**src/hdl/mrc_pkg.sv**
```systemverilog
package mrc_pkg;

    localparam int MRC_MAX_ELEMENTS    = 256;
    localparam int MRC_VALUE_WIDTH     = 32;
    localparam int MRC_ELEMENT_WIDTH   = 32;
    localparam int MRC_COUNT_OUT_WIDTH = 9;
    localparam int MRC_COUNT_LIMIT     = 511;
    localparam int MRC_M_TDATA_WIDTH   = 16;

    typedef struct packed {
        logic vld;
        logic done;
        logic last;
        logic drop;
    } mrc_ctl_t;

endpackage

```
**src/hdl/mrc_cell.sv**
```systemverilog
module mrc_cell #(
    parameter int VALUE_WIDTH = 32,
    parameter int COUNT_WIDTH = 9
) (
    input  logic                   aclk,
    input  logic                   aresetn,
    input  logic                   en,
    input  mrc_pkg::mrc_ctl_t      in_ctl,
    input  logic [VALUE_WIDTH-1:0] in_value,
    input  logic [COUNT_WIDTH-1:0] in_count,
    output mrc_pkg::mrc_ctl_t      out_ctl,
    output logic [VALUE_WIDTH-1:0] out_value,
    output logic [COUNT_WIDTH-1:0] out_count
);
    import mrc_pkg::*;

    logic                   occ_reg;
    logic                   occ_next;
    logic [VALUE_WIDTH-1:0] val_reg;
    logic [VALUE_WIDTH-1:0] val_next;
    logic [COUNT_WIDTH-1:0] cnt_reg;
    logic [COUNT_WIDTH-1:0] cnt_next;
    mrc_ctl_t               ctl_reg;
    mrc_ctl_t               ctl_next;
    logic [VALUE_WIDTH-1:0] value_reg;
    logic [COUNT_WIDTH-1:0] count_reg;
    logic [COUNT_WIDTH-1:0] count_next;
    logic                   live;
    logic                   match;
    logic                   claim;

    assign live  = in_ctl.vld && !in_ctl.done;
    assign match = live && occ_reg && (val_reg == in_value);
    assign claim = live && !occ_reg;

    always_comb begin
        occ_next   = occ_reg;
        val_next   = val_reg;
        cnt_next   = cnt_reg;
        ctl_next   = in_ctl;
        count_next = in_count;
        if (match) begin
            cnt_next      = cnt_reg + COUNT_WIDTH'(1);
            count_next    = cnt_next;
            ctl_next.done = 1'b1;
        end else if (claim) begin
            occ_next      = 1'b1;
            val_next      = in_value;
            cnt_next      = COUNT_WIDTH'(1);
            count_next    = COUNT_WIDTH'(1);
            ctl_next.done = 1'b1;
        end
        if (in_ctl.vld && in_ctl.last) begin
            occ_next = 1'b0;
        end
    end

    always_ff @(posedge aclk) begin
        if (!aresetn) begin
            occ_reg <= 1'b0;
            ctl_reg <= '0;
        end else if (en) begin
            occ_reg <= occ_next;
            ctl_reg <= ctl_next;
        end
    end

    always_ff @(posedge aclk) begin
        if (en) begin
            val_reg   <= val_next;
            cnt_reg   <= cnt_next;
            value_reg <= in_value;
            count_reg <= count_next;
        end
    end

    assign out_ctl   = ctl_reg;
    assign out_value = value_reg;
    assign out_count = count_reg;

endmodule

```
**config.mk**
```make
export PLATFORM = sky130hd
export DESIGN_NAME = mrc_cell
export DESIGN_NICKNAME = d
export VERILOG_FILES = /design/src/hdl/mrc_pkg.sv /design/src/hdl/mrc_cell.sv
export SDC_FILE = /design/constraint.sdc
export NUM_CORES = 1
export LEC_CHECK = 0
export BUFFER_PORTS_ARGS = -buffer_cell sky130_fd_sc_hd__buf_2
export CORE_MARGIN = 4
export CORE_UTILIZATION = 54
export CTS_BUF_LIST = sky130_fd_sc_hd__clkbuf_4
export CTS_CLUSTER_DIAMETER = 200
export DETAILED_ROUTE_END_ITERATION = 16
export PLACE_DENSITY = 0.81
export RECOVER_POWER = 25
export SETUP_SLACK_MARGIN = 0.3
export SLEW_MARGIN = 25
export SYNTH_ARGS = -nofsm -noshare
export SYNTH_HDL_FRONTEND = slang
export SYNTH_SLANG_ARGS = --single-unit
export TNS_END_PERCENT = 1
```
**constraint.sdc**
```tcl
create_clock -name aclk -period 3 [get_ports aclk]
set_input_delay 0.15 -clock aclk [delete_from_list [all_inputs] [get_ports aclk]]
set_output_delay 0.15 -clock aclk [all_outputs]
set_load 0.005 [all_outputs]
```
==> results.sh <==
export IMPL_synth_top_cell_area_share=0.7198
export IMPL_seqCellArea_sq_um=2562
export IMPL_viasPerCell=5.200
export IMPL_syn_area_sq_um=3421
export IMPL_die_area_sq_um=7672
export IMPL_max_slew_margin=0.3957
export IMPL_setup_viol_count_final=0
export IMPL_drv_slew=0
export IMPL_startpoint_type="primary input"
export IMPL_path_max_fanout=9
export IMPL_root_buffer="clkbuf_4"
export IMPL_dr_pass1_iters=4
export IMPL_grt_use_total=0.1977
export IMPL_hold_violations=0
export IMPL_dp_slack_ns=0.4610
export IMPL_gp_congestion=0.7503
export IMPL_dieWidth_um=87.59
export IMPL_critical_path_buf_inv_count=2
export IMPL_leakagePower_nw=1.613
export IMPL_drt_initial_drc_count=139
export IMPL_drcViolationCount=0
export IMPL_htree_levels=3
export IMPL_cts_buffers=9
export IMPL_grt_max_degree=47
export IMPL_drive_gt1_frac=0.2521
export IMPL_syn_num_nets=257
export IMPL_synth_largest_area_cell="edfxtp_1"
export IMPL_num_rows=28
export IMPL_fmax_ghz=0.4273
export IMPL_io_buffers=92
export IMPL_syn_avg_cell_area_sq_um=16.45
export IMPL_fin_crit_sh=0.7801
export IMPL_tightest_slew_ns=0.9044
export IMPL_setup_slack_ns=0.6598
export IMPL_crit_required_ns=3.10
export IMPL_nets=393
export IMPL_synth_distinct_cells=27
export IMPL_fin_worst_skew_ns=0.01113
export IMPL_hp_class="in -> reg"
export IMPL_coreArea_sq_um=6026
export IMPL_drtAntennaViolNets=0
export IMPL_n_fill_cell=418
export IMPL_grt_pass1_vias=2287
export IMPL_rsz0062_at_grt="no"
export IMPL_ir_drop_uv=399.9
export IMPL_p_per_area_nw_per_um2=541.7
export IMPL_max_cap_violations=0
export IMPL_fin_crit_ns=2.340
export IMPL_fin_setup_tns_ns=0
export IMPL_cpPeakStageDelay_ns=0.54
export IMPL_antenna_found_initial=0
export IMPL_die_h_um=87.59
export IMPL_cts_tree="done"
export IMPL_multi_input_area_sq_um=839.6
export IMPL_slowest_stage="dlygate4sd3_1"
export IMPL_yosysSeqAreaShare=0.7491
export IMPL_path_clk_slew_ns=0.14
export IMPL_arrival_ns=2.44
export IMPL_yosys_top_cells_area="edfxtp_1, xnor2_1, mux2i_1"
export IMPL_num_vias=2205
export IMPL_cts_buffer_depth=2
export IMPL_syn_to_final_growth_pct=30.36
export IMPL_critical_path_top_delay_family="simple AND/OR/NAND/NOR gates"
export IMPL_ys_warn_count=0
export IMPL_clock_sinks=87
export IMPL_grt_pass1_wl_mm=11.39
export IMPL_ys_seq_elements=87
export IMPL_syn_inst=208
export IMPL_cts_setup_buffers=0
export IMPL_diodes=0
export IMPL_io_pins=93
export IMPL_status="complete, no violations"
export IMPL_finalWirelength_mm=7.130
export IMPL_end_kind="flip-flop"
export IMPL_dp_hpwl_mm=4.850
export IMPL_clk_latency_ns=0.43
export IMPL_start_util=0.5677
export IMPL_wire_per_inst_um=16.82
export IMPL_crit_type="in -> reg"
export IMPL_grt_overflow_total=0
export IMPL_path_cells="dlygate4sd3_1 -> clkbuf_1 -> xnor2_1 -> nand4_1 -> nor4_1 -> nand3_1 -> a21oi_2"
metal layers:
| metal | vias to the layer above | share of wire | GRT usage |
|---|---|---|---|
| met4 | 0 | 0.012 | 0.05858 |
| met3 | 8 | 0.080 | 0.05927 |
| met2 | 79 | 0.50 | 0.3329 |
| li1 | 1058 | - | - |
| met1 | 1060 | 0.41 | 0.2487 |
| met5 | - | 0 | 0 |
final timing paths:
path	depth (start not counted)	startpoint	slack (ns)	endpoint
max	7	in_value[15]	0.66	cnt_reg[2]$_SDFFCE_PN0P_
min	3	in_ctl[1]	0.01	out_ctl[1]$_SDFFE_PN0P_
max reg2reg	5	val_reg[20]$_DFFE_PP_	0.66	cnt_reg[2]$_SDFFCE_PN0P_
min reg2reg	2	out_ctl[3]$_SDFFE_PN0P_	0.49	out_ctl[3]$_SDFFE_PN0P_
tightest hold or removal path, cell delays in order:
cell and delay, ns:
buf_2 0.09, mux2i_1 0.06, nor2b_1 0.11
cells in the mapped netlist (all sizes together):
master,instances
a21boi,1
xor2,5
xnor2,34
or3,1
and3,3
nand4b,1
nand2,12
nand2b,1
ha,1
dfxtp,5
or4,2
edfxtp,82
o211a,1
buf,1
a21oi,1
nor4,3
inv,3
mux2i,11
nand4,13
nand3,9
nor2,12
clkbuf,2
nor2b,3
o221a,1
timing repair:
action | CTS | global route
endpoints found under the setup margin | 0 | 9
resized for setup | 0 | 1
hold buffers | 34 | 0
hold endpoints to repair | 69 | 0
metrics by stage:
| stage | hold slack, ns | instance area, sq um | power, mW | std cells | util |
|---|---|---|---|---|---|
| final | 0.01495 | 4459 | 2.415 | 424 | 0.7400 |
| after global routing | 0.01263 | 4459 | 2.514 | 424 | 0.7400 |
| after CTS | 0.004779 | 4491 | 2.429 | 424 | 0.7452 |
| after detailed placement | 0.3732 | 3979 | 1.645 | 374 | 0.6603 |
| after global placement | 0.3711 | 3979 | 1.636 | 374 | 0.6603 |
| after floorplan | 0.2489 | 3421 | 1.520 | 208 | - |
cell usage in the layout, fill, tap and decap left out, drive strengths merged:
cell / n
dfxtp: 5
ha: 1
a21oi: 1
nor2b: 3
xor2: 5
buf: 66
and3: 3
dlygate4sd3: 34
nor2: 12
a21boi: 1
o211a: 1
xnor2: 34
clkinv: 2
or4: 2
nand4b: 1
o221a: 1
nand4: 13
nand2b: 1
nand3: 9
mux2i: 11
inv: 6
clkbuf: 37
nand2: 12
edfxtp: 82
nor4: 3
bufinv: 2
or3: 1
cell type report:
| class | instances | area share |
|---|---|---|
| Multi-Input combinational cell | 115 | 0.1883 |
| Tap cell | 75 | 0.02104 |
| Sequential cell | 87 | 0.5746 |
| Inverter | 3 | 0.002525 |
| Clock buffer | 9 | 0.01515 |
| Timing Repair Buffer | 128 | 0.1751 |
| Clock inverter | 7 | 0.02329 |
power breakdown:
group | switching, mW | internal, mW | total (mW)
logic | 0.119 | 0.113 | 0.232
registers | 0.0188 | 1.40 | 1.41
clock network | 0.420 | 0.350 | 0.769
total | 0.557 | 1.86 | 2.42
cells by family (layout without fill, tap and decap cells):
logic type                 Yosys count  after routing  synth area share
xor gates and xnor gates            39             39           0.09985
muxes                               11             11           0.03219
DFF                                 87             87            0.7491
adders and majority gates            1              1          0.003657
AOI/OAI and AO/OA                    4              4           0.01244
buffers and inverters                6            147          0.008779
and+or+nand+nor                     60             60           0.09400
Power figures use the tool's default switching activity.
