===== src/hdl/mrc_pkg.sv =====
package mrc_pkg;

    localparam int MRC_MAX_ELEMENTS    = 256;
    localparam int MRC_VALUE_WIDTH     = 32;
    localparam int MRC_ELEMENT_WIDTH   = 32;
    localparam int MRC_COUNT_OUT_WIDTH = 9;
    localparam int MRC_COUNT_LIMIT     = 511;
    localparam int MRC_M_TDATA_WIDTH   = 16;

    typedef struct packed {
        logic vld;
        logic done;
        logic last;
        logic drop;
    } mrc_ctl_t;

endpackage


===== src/hdl/mrc_tail.sv =====
module mrc_tail #(
    parameter int COUNT_WIDTH = 9
) (
    input  logic                                    aclk,
    input  logic                                    aresetn,
    input  mrc_pkg::mrc_ctl_t                       in_ctl,
    input  logic [COUNT_WIDTH-1:0]                  in_count,
    output logic                                    hold,
    output logic                                    m_tvalid,
    input  logic                                    m_tready,
    output logic [mrc_pkg::MRC_M_TDATA_WIDTH-1:0]   m_tdata
);
    import mrc_pkg::*;

    logic [COUNT_WIDTH-1:0]         best_reg;
    logic [COUNT_WIDTH-1:0]         best_next;
    logic                           ovf_reg;
    logic                           ovf_next;
    logic                           valid_reg;
    logic                           valid_next;
    logic [MRC_COUNT_OUT_WIDTH-1:0] count_reg;
    logic [MRC_COUNT_OUT_WIDTH-1:0] count_next;
    logic                           flag_reg;
    logic                           flag_next;
    logic [COUNT_WIDTH-1:0]         best_now;
    logic                           ovf_now;
    logic                           en;

    assign hold = in_ctl.vld && in_ctl.last && valid_reg && !m_tready;
    assign en   = !hold;

    always_comb begin
        best_now   = (in_count > best_reg) ? in_count : best_reg;
        ovf_now    = ovf_reg || in_ctl.drop;
        best_next  = best_reg;
        ovf_next   = ovf_reg;
        valid_next = valid_reg && !m_tready;
        count_next = count_reg;
        flag_next  = flag_reg;
        if (in_ctl.vld && en) begin
            best_next = best_now;
            ovf_next  = ovf_now;
            if (in_ctl.last) begin
                best_next  = '0;
                ovf_next   = 1'b0;
                valid_next = 1'b1;
                flag_next  = ovf_now;
                if (32'(best_now) > 32'(MRC_COUNT_LIMIT)) begin
                    count_next = MRC_COUNT_OUT_WIDTH'(MRC_COUNT_LIMIT);
                end else begin
                    count_next = MRC_COUNT_OUT_WIDTH'(best_now);
                end
            end
        end
    end

    always_ff @(posedge aclk) begin
        if (!aresetn) begin
            best_reg  <= '0;
            ovf_reg   <= 1'b0;
            valid_reg <= 1'b0;
        end else begin
            best_reg  <= best_next;
            ovf_reg   <= ovf_next;
            valid_reg <= valid_next;
        end
    end

    always_ff @(posedge aclk) begin
        count_reg <= count_next;
        flag_reg  <= flag_next;
    end

    assign m_tvalid = valid_reg;
    assign m_tdata  = MRC_M_TDATA_WIDTH'({flag_reg, count_reg});

    property p_result_nonzero;
        @(posedge aclk) disable iff (!aresetn)
            valid_reg |-> (count_reg != '0);
    endproperty
    a_result_nonzero: assert property (p_result_nonzero)
        else $error("Result beat carries a zero count.");

    property p_best_cleared;
        @(posedge aclk) disable iff (!aresetn)
            (in_ctl.vld && in_ctl.last && en) |=> (best_reg == '0) && !ovf_reg;
    endproperty
    a_best_cleared: assert property (p_best_cleared)
        else $error("Running maximum not cleared after the end of a set.");

endmodule


===== config.mk =====
export PLATFORM = sky130hd
export DESIGN_NAME = mrc_tail
export DESIGN_NICKNAME = d
export VERILOG_FILES = /design/src/hdl/mrc_pkg.sv /design/src/hdl/mrc_tail.sv
export SDC_FILE = /design/constraint.sdc
export NUM_CORES = 1
export LEC_CHECK = 0
export BUFFER_PORTS_ARGS = -buffer_cell sky130_fd_sc_hd__buf_4
export CAP_MARGIN = 20
export CORE_AREA = 2 2 57 59
export CTS_CLUSTER_SIZE = 28
export DETAILED_ROUTE_END_ITERATION = 16
export DIE_AREA = 0 0 59 61
export HOLD_SLACK_MARGIN = 0.1
export PLACE_DENSITY_LB_ADDON = 0.15
export SYNTH_ARGS = -nofsm -noshare
export SYNTH_HDL_FRONTEND = slang
export SYNTH_SLANG_ARGS = --single-unit

===== constraint.sdc =====
create_clock -name aclk -period 2.4 [get_ports aclk]
set_input_delay 0.6 -clock aclk [delete_from_list [all_inputs] [get_ports aclk]]
set_output_delay 0.6 -clock aclk [all_outputs]
set_load 0.005 [all_outputs]

==> reports/metrics.yaml, run 1 <==
vdd_drop_max_uv: 147
cts.htree.levels: 1
rr_endpoint: "count_reg[1]"
top_layer_used: "met4"
hold_end: "best_reg[0]"
synth_area_um2: 1140
dieHeight_um: 61
grtUsageTotal: 0.126
post_cts_buffers: 0
seq_area_frac_synth: 0.457
diodes: 0
wl_um: 2180
min_period_over_period: 0.871
r2r-start: "best_reg[8]"
synth.area.mux_share: 0.0791
slew_violations: 0
r2r_slack_ns: 0.31
hold_path.class: "input pin to flop"
synthToLayoutAreaGrowth_pct: 23.5
coreArea_um2: 2950
path_max_fanout: 7
synth-xor-area-share: 0
setup_viol: 0
synth_top_area_share: 0.264
dp.cells: 164
grt_max_degree: 13
drtIter0Drc: 16
layout.nets: 161
power.leakage_nw: 0.584
cts_resized: 0
num-fill-cells: 285
hold_depth: 2
vias: 860
cp.required_ns: 2.47
maxCapViolations: 0
wl_per_cell_um: 12.9
synth_compound_gate_area_share: 0.175
dominantRegCellSynth: "dfxtp_1"
cp_slowest_cell: "dfxtp_1"
post-dp-hpwl_um: 1650
ys_top_cells_by_count: "11 x dfxtp_1, 11 x inv_1, 10 x edfxtp_1, 9 x ha_1"
synth_cell_type_count: 28
synth_top_area_cell: "edfxtp_1"
rows: 20
tritoncts: "done"
powerDensity_nw_per_um2: 516
start_util: 0.386
cts_inserted_buffers: 3
drive_gt1_frac: 0.370
end_kind: "flop"
drc: 0
synth_top_family_by_area: "compound AO/OA/AOI/OAI gates"
synth-simple-area-share: 0.0912
seq_area_um2: 520
path_cells: "inv_1 -> ha_1 -> nand4_2 -> nor3_1 -> o21bai_1 -> buf_4 -> mux2_2"
dieWidth_um: 59
period_minus_slack_ns: 2.09
synth_edf_count: 10
avgViaCountPerCell: 5.12
p_total_uw: 726
clkTransAtPathRegs_ns: 0.12
antenna_found_initial: 0
cp-start-kind: "flop"
yosys_warnings: 0
die_area_um2: 3600
outcome: "finished clean"
synth_seq_cells: 21
critPathMaxStageDelay_ns: 0.39
place_congestion: 0.694
ys_async_sr_fraction: 0
crit_arrival_ns: 2.16
max_freq_ghz: 0.478
pin_count: 34
crit_family: "simple AND/OR/NAND/NOR gates"
drtPass1Iterations: 4
rsz0062_at_grt: "no"
syn_area_per_cell_um2: 11.2
final_antenna_net_count: 0
finalClockSkew_ns: 0.00676
cts_hold_buffers: 0
wl_met1_um: 1000
worstHoldStart: "in_count[0]"
instances_no_fill: 168
grt-ovfl-total: 0
root_buffer: "clkbuf_4"
grt_pass1_wl_um: 3300
crit_buf_inv: 2
synth_area_leaders: "edfxtp_1 26%, dfxtp_1 19%, ha_1 9.9%, mux2_2 7.9%, a32o_1 7.0%"
clock_path_buffers: 2
clk_latency_ns: 0.30
clock-sinks: 21
synthCells: 102
multi_input_comb_area_um2: 528
final_util: 0.476
finalHoldViolCount: 0
synth_adder_area_share: 0.0989
io_buffers: 26
met2_length_um: 1080
path_class: "flop to flop"
r2r_cells: 7
whs_ns: 0.504
dr_wl_met3_um: 60
first_global_vias: 755
## worst reg2reg max path, delay by kind of cell (launching register included)
kind                     cells  cell delay (ns)
AO/OA/AOI/OAI                1             0.17
adder cells (fa/ha/maj)      1             0.31
buffers and inverters        2             0.25
flip-flops                   1             0.39
multiplexers                 1             0.34
AND/OR/NAND/NOR              2             0.41
## metal layers
metal / vias to the layer above / global-route usage
li1: 430 / -
met1: 411 / 0.146
met2: 17 / 0.219
met3: 2 / 0.0213
met4: 0 / 0.0779
met5: - / 0
## where the power goes
group / internal [mW] / leakage [nW] / switching, mW
combinational: 0.0778 / 0.382 / 0.0717
clock: 0.0621 / 0.0177 / 0.110
sequential: 0.396 / 0.184 / 0.00782
## cell type report
| cell class | instances | share of cell area |
|---|---|---|
| clock buffers | 3 | 0.0160 |
| clock inverters | 1 | 0.00356 |
| inverters | 11 | 0.0294 |
| multi-input cells | 66 | 0.375 |
| flip-flops and latches | 21 | 0.370 |
| well taps | 33 | 0.0294 |
| repair buffers | 33 | 0.176 |
## per-stage QoR
step	TNS (ns)	setup slack [ns]	cell area, µm²
2_1_floorplan	0	0.113	1160
3_3_place_gp	-0.0137	-0.00432	1380
3_5_place_dp	0	0.00554	1380
4_1_cts	0	0.325	1410
5_1_grt	0	0.182	1410
6_report	0	0.310	1410
## placed cells by master, fill, tap and decap left out
cell	count
nand3b_1	1
nand3_1	1
nand4_2	1
edfxtp_1	10
nand2b_1	1
o21bai_1	1
or2_2	1
nor2_1	4
nor3_1	1
a211oi_1	1
dfxtp_1	11
inv_1	11
nor2b_1	1
mux2_2	8
a21o_4	1
buf_4	33
o221ai_1	1
a211oi_2	1
a32o_1	8
nand2_1	5
nor4_4	1
o211ai_1	1
conb_1	6
clkbuf_4	3
ha_1	9
o21ai_0	4
a21oi_1	8
clkinv_2	1
## worst max-delay path by stage
| stage | startpoint | slack, ns | to | cells after the start |
|---|---|---|---|---|
| finish | best_reg[8] | 0.31 | count_reg[1] | 7 |
| global route | best_reg[8] | 0.18 | count_reg[5] | 7 |
| CTS | best_reg[8] | 0.32 | count_reg[6] | 7 |
| detailed placement | in_count[8] | 0.006 | count_reg[7] | 7 |
| global placement | in_count[8] | -0.004 | count_reg[2] | 7 |
| floorplan | in_count[8] | 0.11 | count_reg[1] | 6 |
## cells by family after synthesis
group                    Yosys count
AO/OA/AOI/OAI                     26
multiplexers                       8
adder cells (fa/ha/maj)            9
flip-flops                        21
AND/OR/NAND/NOR                   17
buffers and inverters             20
other                              1
Power figures use the tool's default switching activity.
==> inputs of run 2 (changes only) <==
--- a/config.mk
+++ b/config.mk
@@ -12,7 +12,7 @@
 export DETAILED_ROUTE_END_ITERATION = 16
 export DIE_AREA = 0 0 59 61
 export HOLD_SLACK_MARGIN = 0.1
-export PLACE_DENSITY_LB_ADDON = 0.15
+export PLACE_DENSITY = 0.7
 export SYNTH_ARGS = -nofsm -noshare
 export SYNTH_HDL_FRONTEND = slang
 export SYNTH_SLANG_ARGS = --single-unit
==> run 2 against run 1 <==
Against the previous run: non-clock buffer count is the same; via count is 0.35% lower; final cell count unchanged; die area is the same; clock power about the same; cell area is essentially flat; critical path type unchanged; largest cell class unchanged.
==> reports/metrics.yaml, run 2 (same netlist as run 1, synthesis figures left out) <==
rows: 20  # unchanged
pre_cts_slack_ns: -0.0208  # -0.0263 ns
slew_violations: 0  # unchanged
final_cell_mix: "33 x buf_4, 11 x inv_1, 11 x dfxtp_1, 10 x edfxtp_1, 9 x ha_1"
r2r_slack_ns: 0.29  # -0.02 ns
min_period_over_period: 0.878  # +0.00740
cts_resized: 0  # unchanged
root_buffer: "clkbuf_4"
hold_path.class: "input pin to flop"
rsz0062_at_grt: "no"
seq_area_um2: 520  # unchanged
cts.htree.levels: 1  # unchanged
hold_end: "best_reg[0]"
powerDensity_nw_per_um2: 515  # -0.27%
instances_no_fill: 168  # unchanged
hold_depth: 2  # unchanged
cp.required_ns: 2.47  # about the same
end_kind: "flop"
clock-sinks: 21  # unchanged
rr_endpoint: "count_reg[5]"
post_cts_buffers: 0  # unchanged
wl_per_cell_um: 13.0  # +0.55%
path_max_fanout: 8  # +1
finalClockSkew_ns: 0.00168  # -0.00508 ns
drtPass1Iterations: 4  # unchanged
grt-ovfl-total: 0  # unchanged
vias: 857  # -0.35%
r2r_cells: 7  # unchanged
power.leakage_nw: 0.581  # -0.47%
layout.nets: 161  # unchanged
clock_path_buffers: 2  # unchanged
dieHeight_um: 61  # unchanged
post-dp-hpwl_um: 1690  # +2.6%
crit_arrival_ns: 2.17  # about the same
maxCapViolations: 0  # unchanged
final_antenna_net_count: 0  # unchanged
dieWidth_um: 59  # unchanged
die_area_um2: 3600  # unchanged
pin_count: 34  # unchanged
cts_inserted_buffers: 3  # unchanged
layout_setup_ws_ns: 0.292  # -0.0178 ns
drtIter0Drc: 9  # -7
clkTransAtPathRegs_ns: 0.11  # about the same
coreArea_um2: 2950  # unchanged
grt_max_degree: 12  # -1
diodes: 0  # unchanged
drc: 0  # unchanged
grtUsageTotal: 0.137  # +0.0103
whs_ns: 0.511  # +0.00691 ns
start_util: 0.386  # unchanged
dp.cells: 164  # unchanged
clk_latency_ns: 0.30  # about the same
grt_pass1_wl_um: 3640  # +10%
final_common_cell: "buf_4"
avgViaCountPerCell: 5.10  # -0.35%
io_buffers: 26  # unchanged
max_freq_ghz: 0.474  # -0.84%
num-fill-cells: 293  # +2.8%
r2r-start: "best_reg[8]"
first_global_vias: 836  # +11%
period_minus_slack_ns: 2.11  # +0.0178 ns
drive_gt1_frac: 0.363  # -0.00741
finalHoldViolCount: 0  # unchanged
wl_um: 2190  # +0.55%
vdd_drop_max_uv: 207  # +41%
cts_hold_buffers: 0  # unchanged
path_class: "flop to flop"
cp-start-kind: "flop"
tritoncts: "done"
setup_viol: 0  # unchanged
outcome: "finished clean"
synthToLayoutAreaGrowth_pct: 23.4  # about the same
fin_setup_tns_ns: 0  # unchanged
worstHoldStart: "in_count[0]"
place_congestion: 0.793  # +14%
antenna_found_initial: 0  # unchanged
multi_input_comb_area_um2: 528  # unchanged
[run 2: cell count changes in the layout (fill, tap and decap cells not counted), sizes merged]
cell / before / now
clkinv: 1 / 0
clkbuf: 3 / 4
[run 2: per-layer routing]
metal | global-route usage | share of wire | vias to the layer above
met5 | 0 | 0 | -
met1 | 0.172 | 0.44 | 401
met4 | 0.0779 | 0.0078 | 0
met2 | 0.227 | 0.51 | 21
met3 | 0.0171 | 0.039 | 2
li1 | - | - | 433
[run 2: power breakdown]
group          leakage (nW)  switching, mW  internal [mW]
Clock                0.0150          0.105         0.0648
Sequential            0.184        0.00767          0.396
Combinational         0.382         0.0712         0.0779
[run 2: cell type report]
type / instances / area share
tap: 33 / 0.0294
multi-input combinational: 66 / 0.376
inverter: 11 / 0.0294
clock buffer: 4 / 0.0187
timing repair buffer: 33 / 0.176
sequential: 21 / 0.370
[run 2: worst max-delay path: stages (launching register included)]
cell and delay, ns:
dfxtp_1 0.38, inv_1 0.06, ha_1 0.32, nand4_2 0.14
nor3_1 0.26, o21bai_1 0.17, buf_4 0.20, mux2_2 0.35
[run 2: per-stage QoR]
step	power (mW)	instance area (µm²)	util
after floorplan	0.506	1160	-
after global routing	0.764	1410	0.476
after detailed placement	0.563	1380	0.467
after CTS	0.731	1410	0.476
final	0.723	1410	0.476
after global placement	0.558	1380	0.467
[run 2: worst max-delay path by stage]
stage                start           end  depth (start not counted)
6_report       best_reg[8]  count_reg[5]                          7
5_1_grt        best_reg[8]  count_reg[5]                          7
4_1_cts        best_reg[8]  count_reg[5]                          7
3_5_place_dp   in_count[8]  count_reg[5]                          7
3_3_place_gp   in_count[8]  count_reg[4]                          7
2_1_floorplan  in_count[8]  count_reg[1]                          6
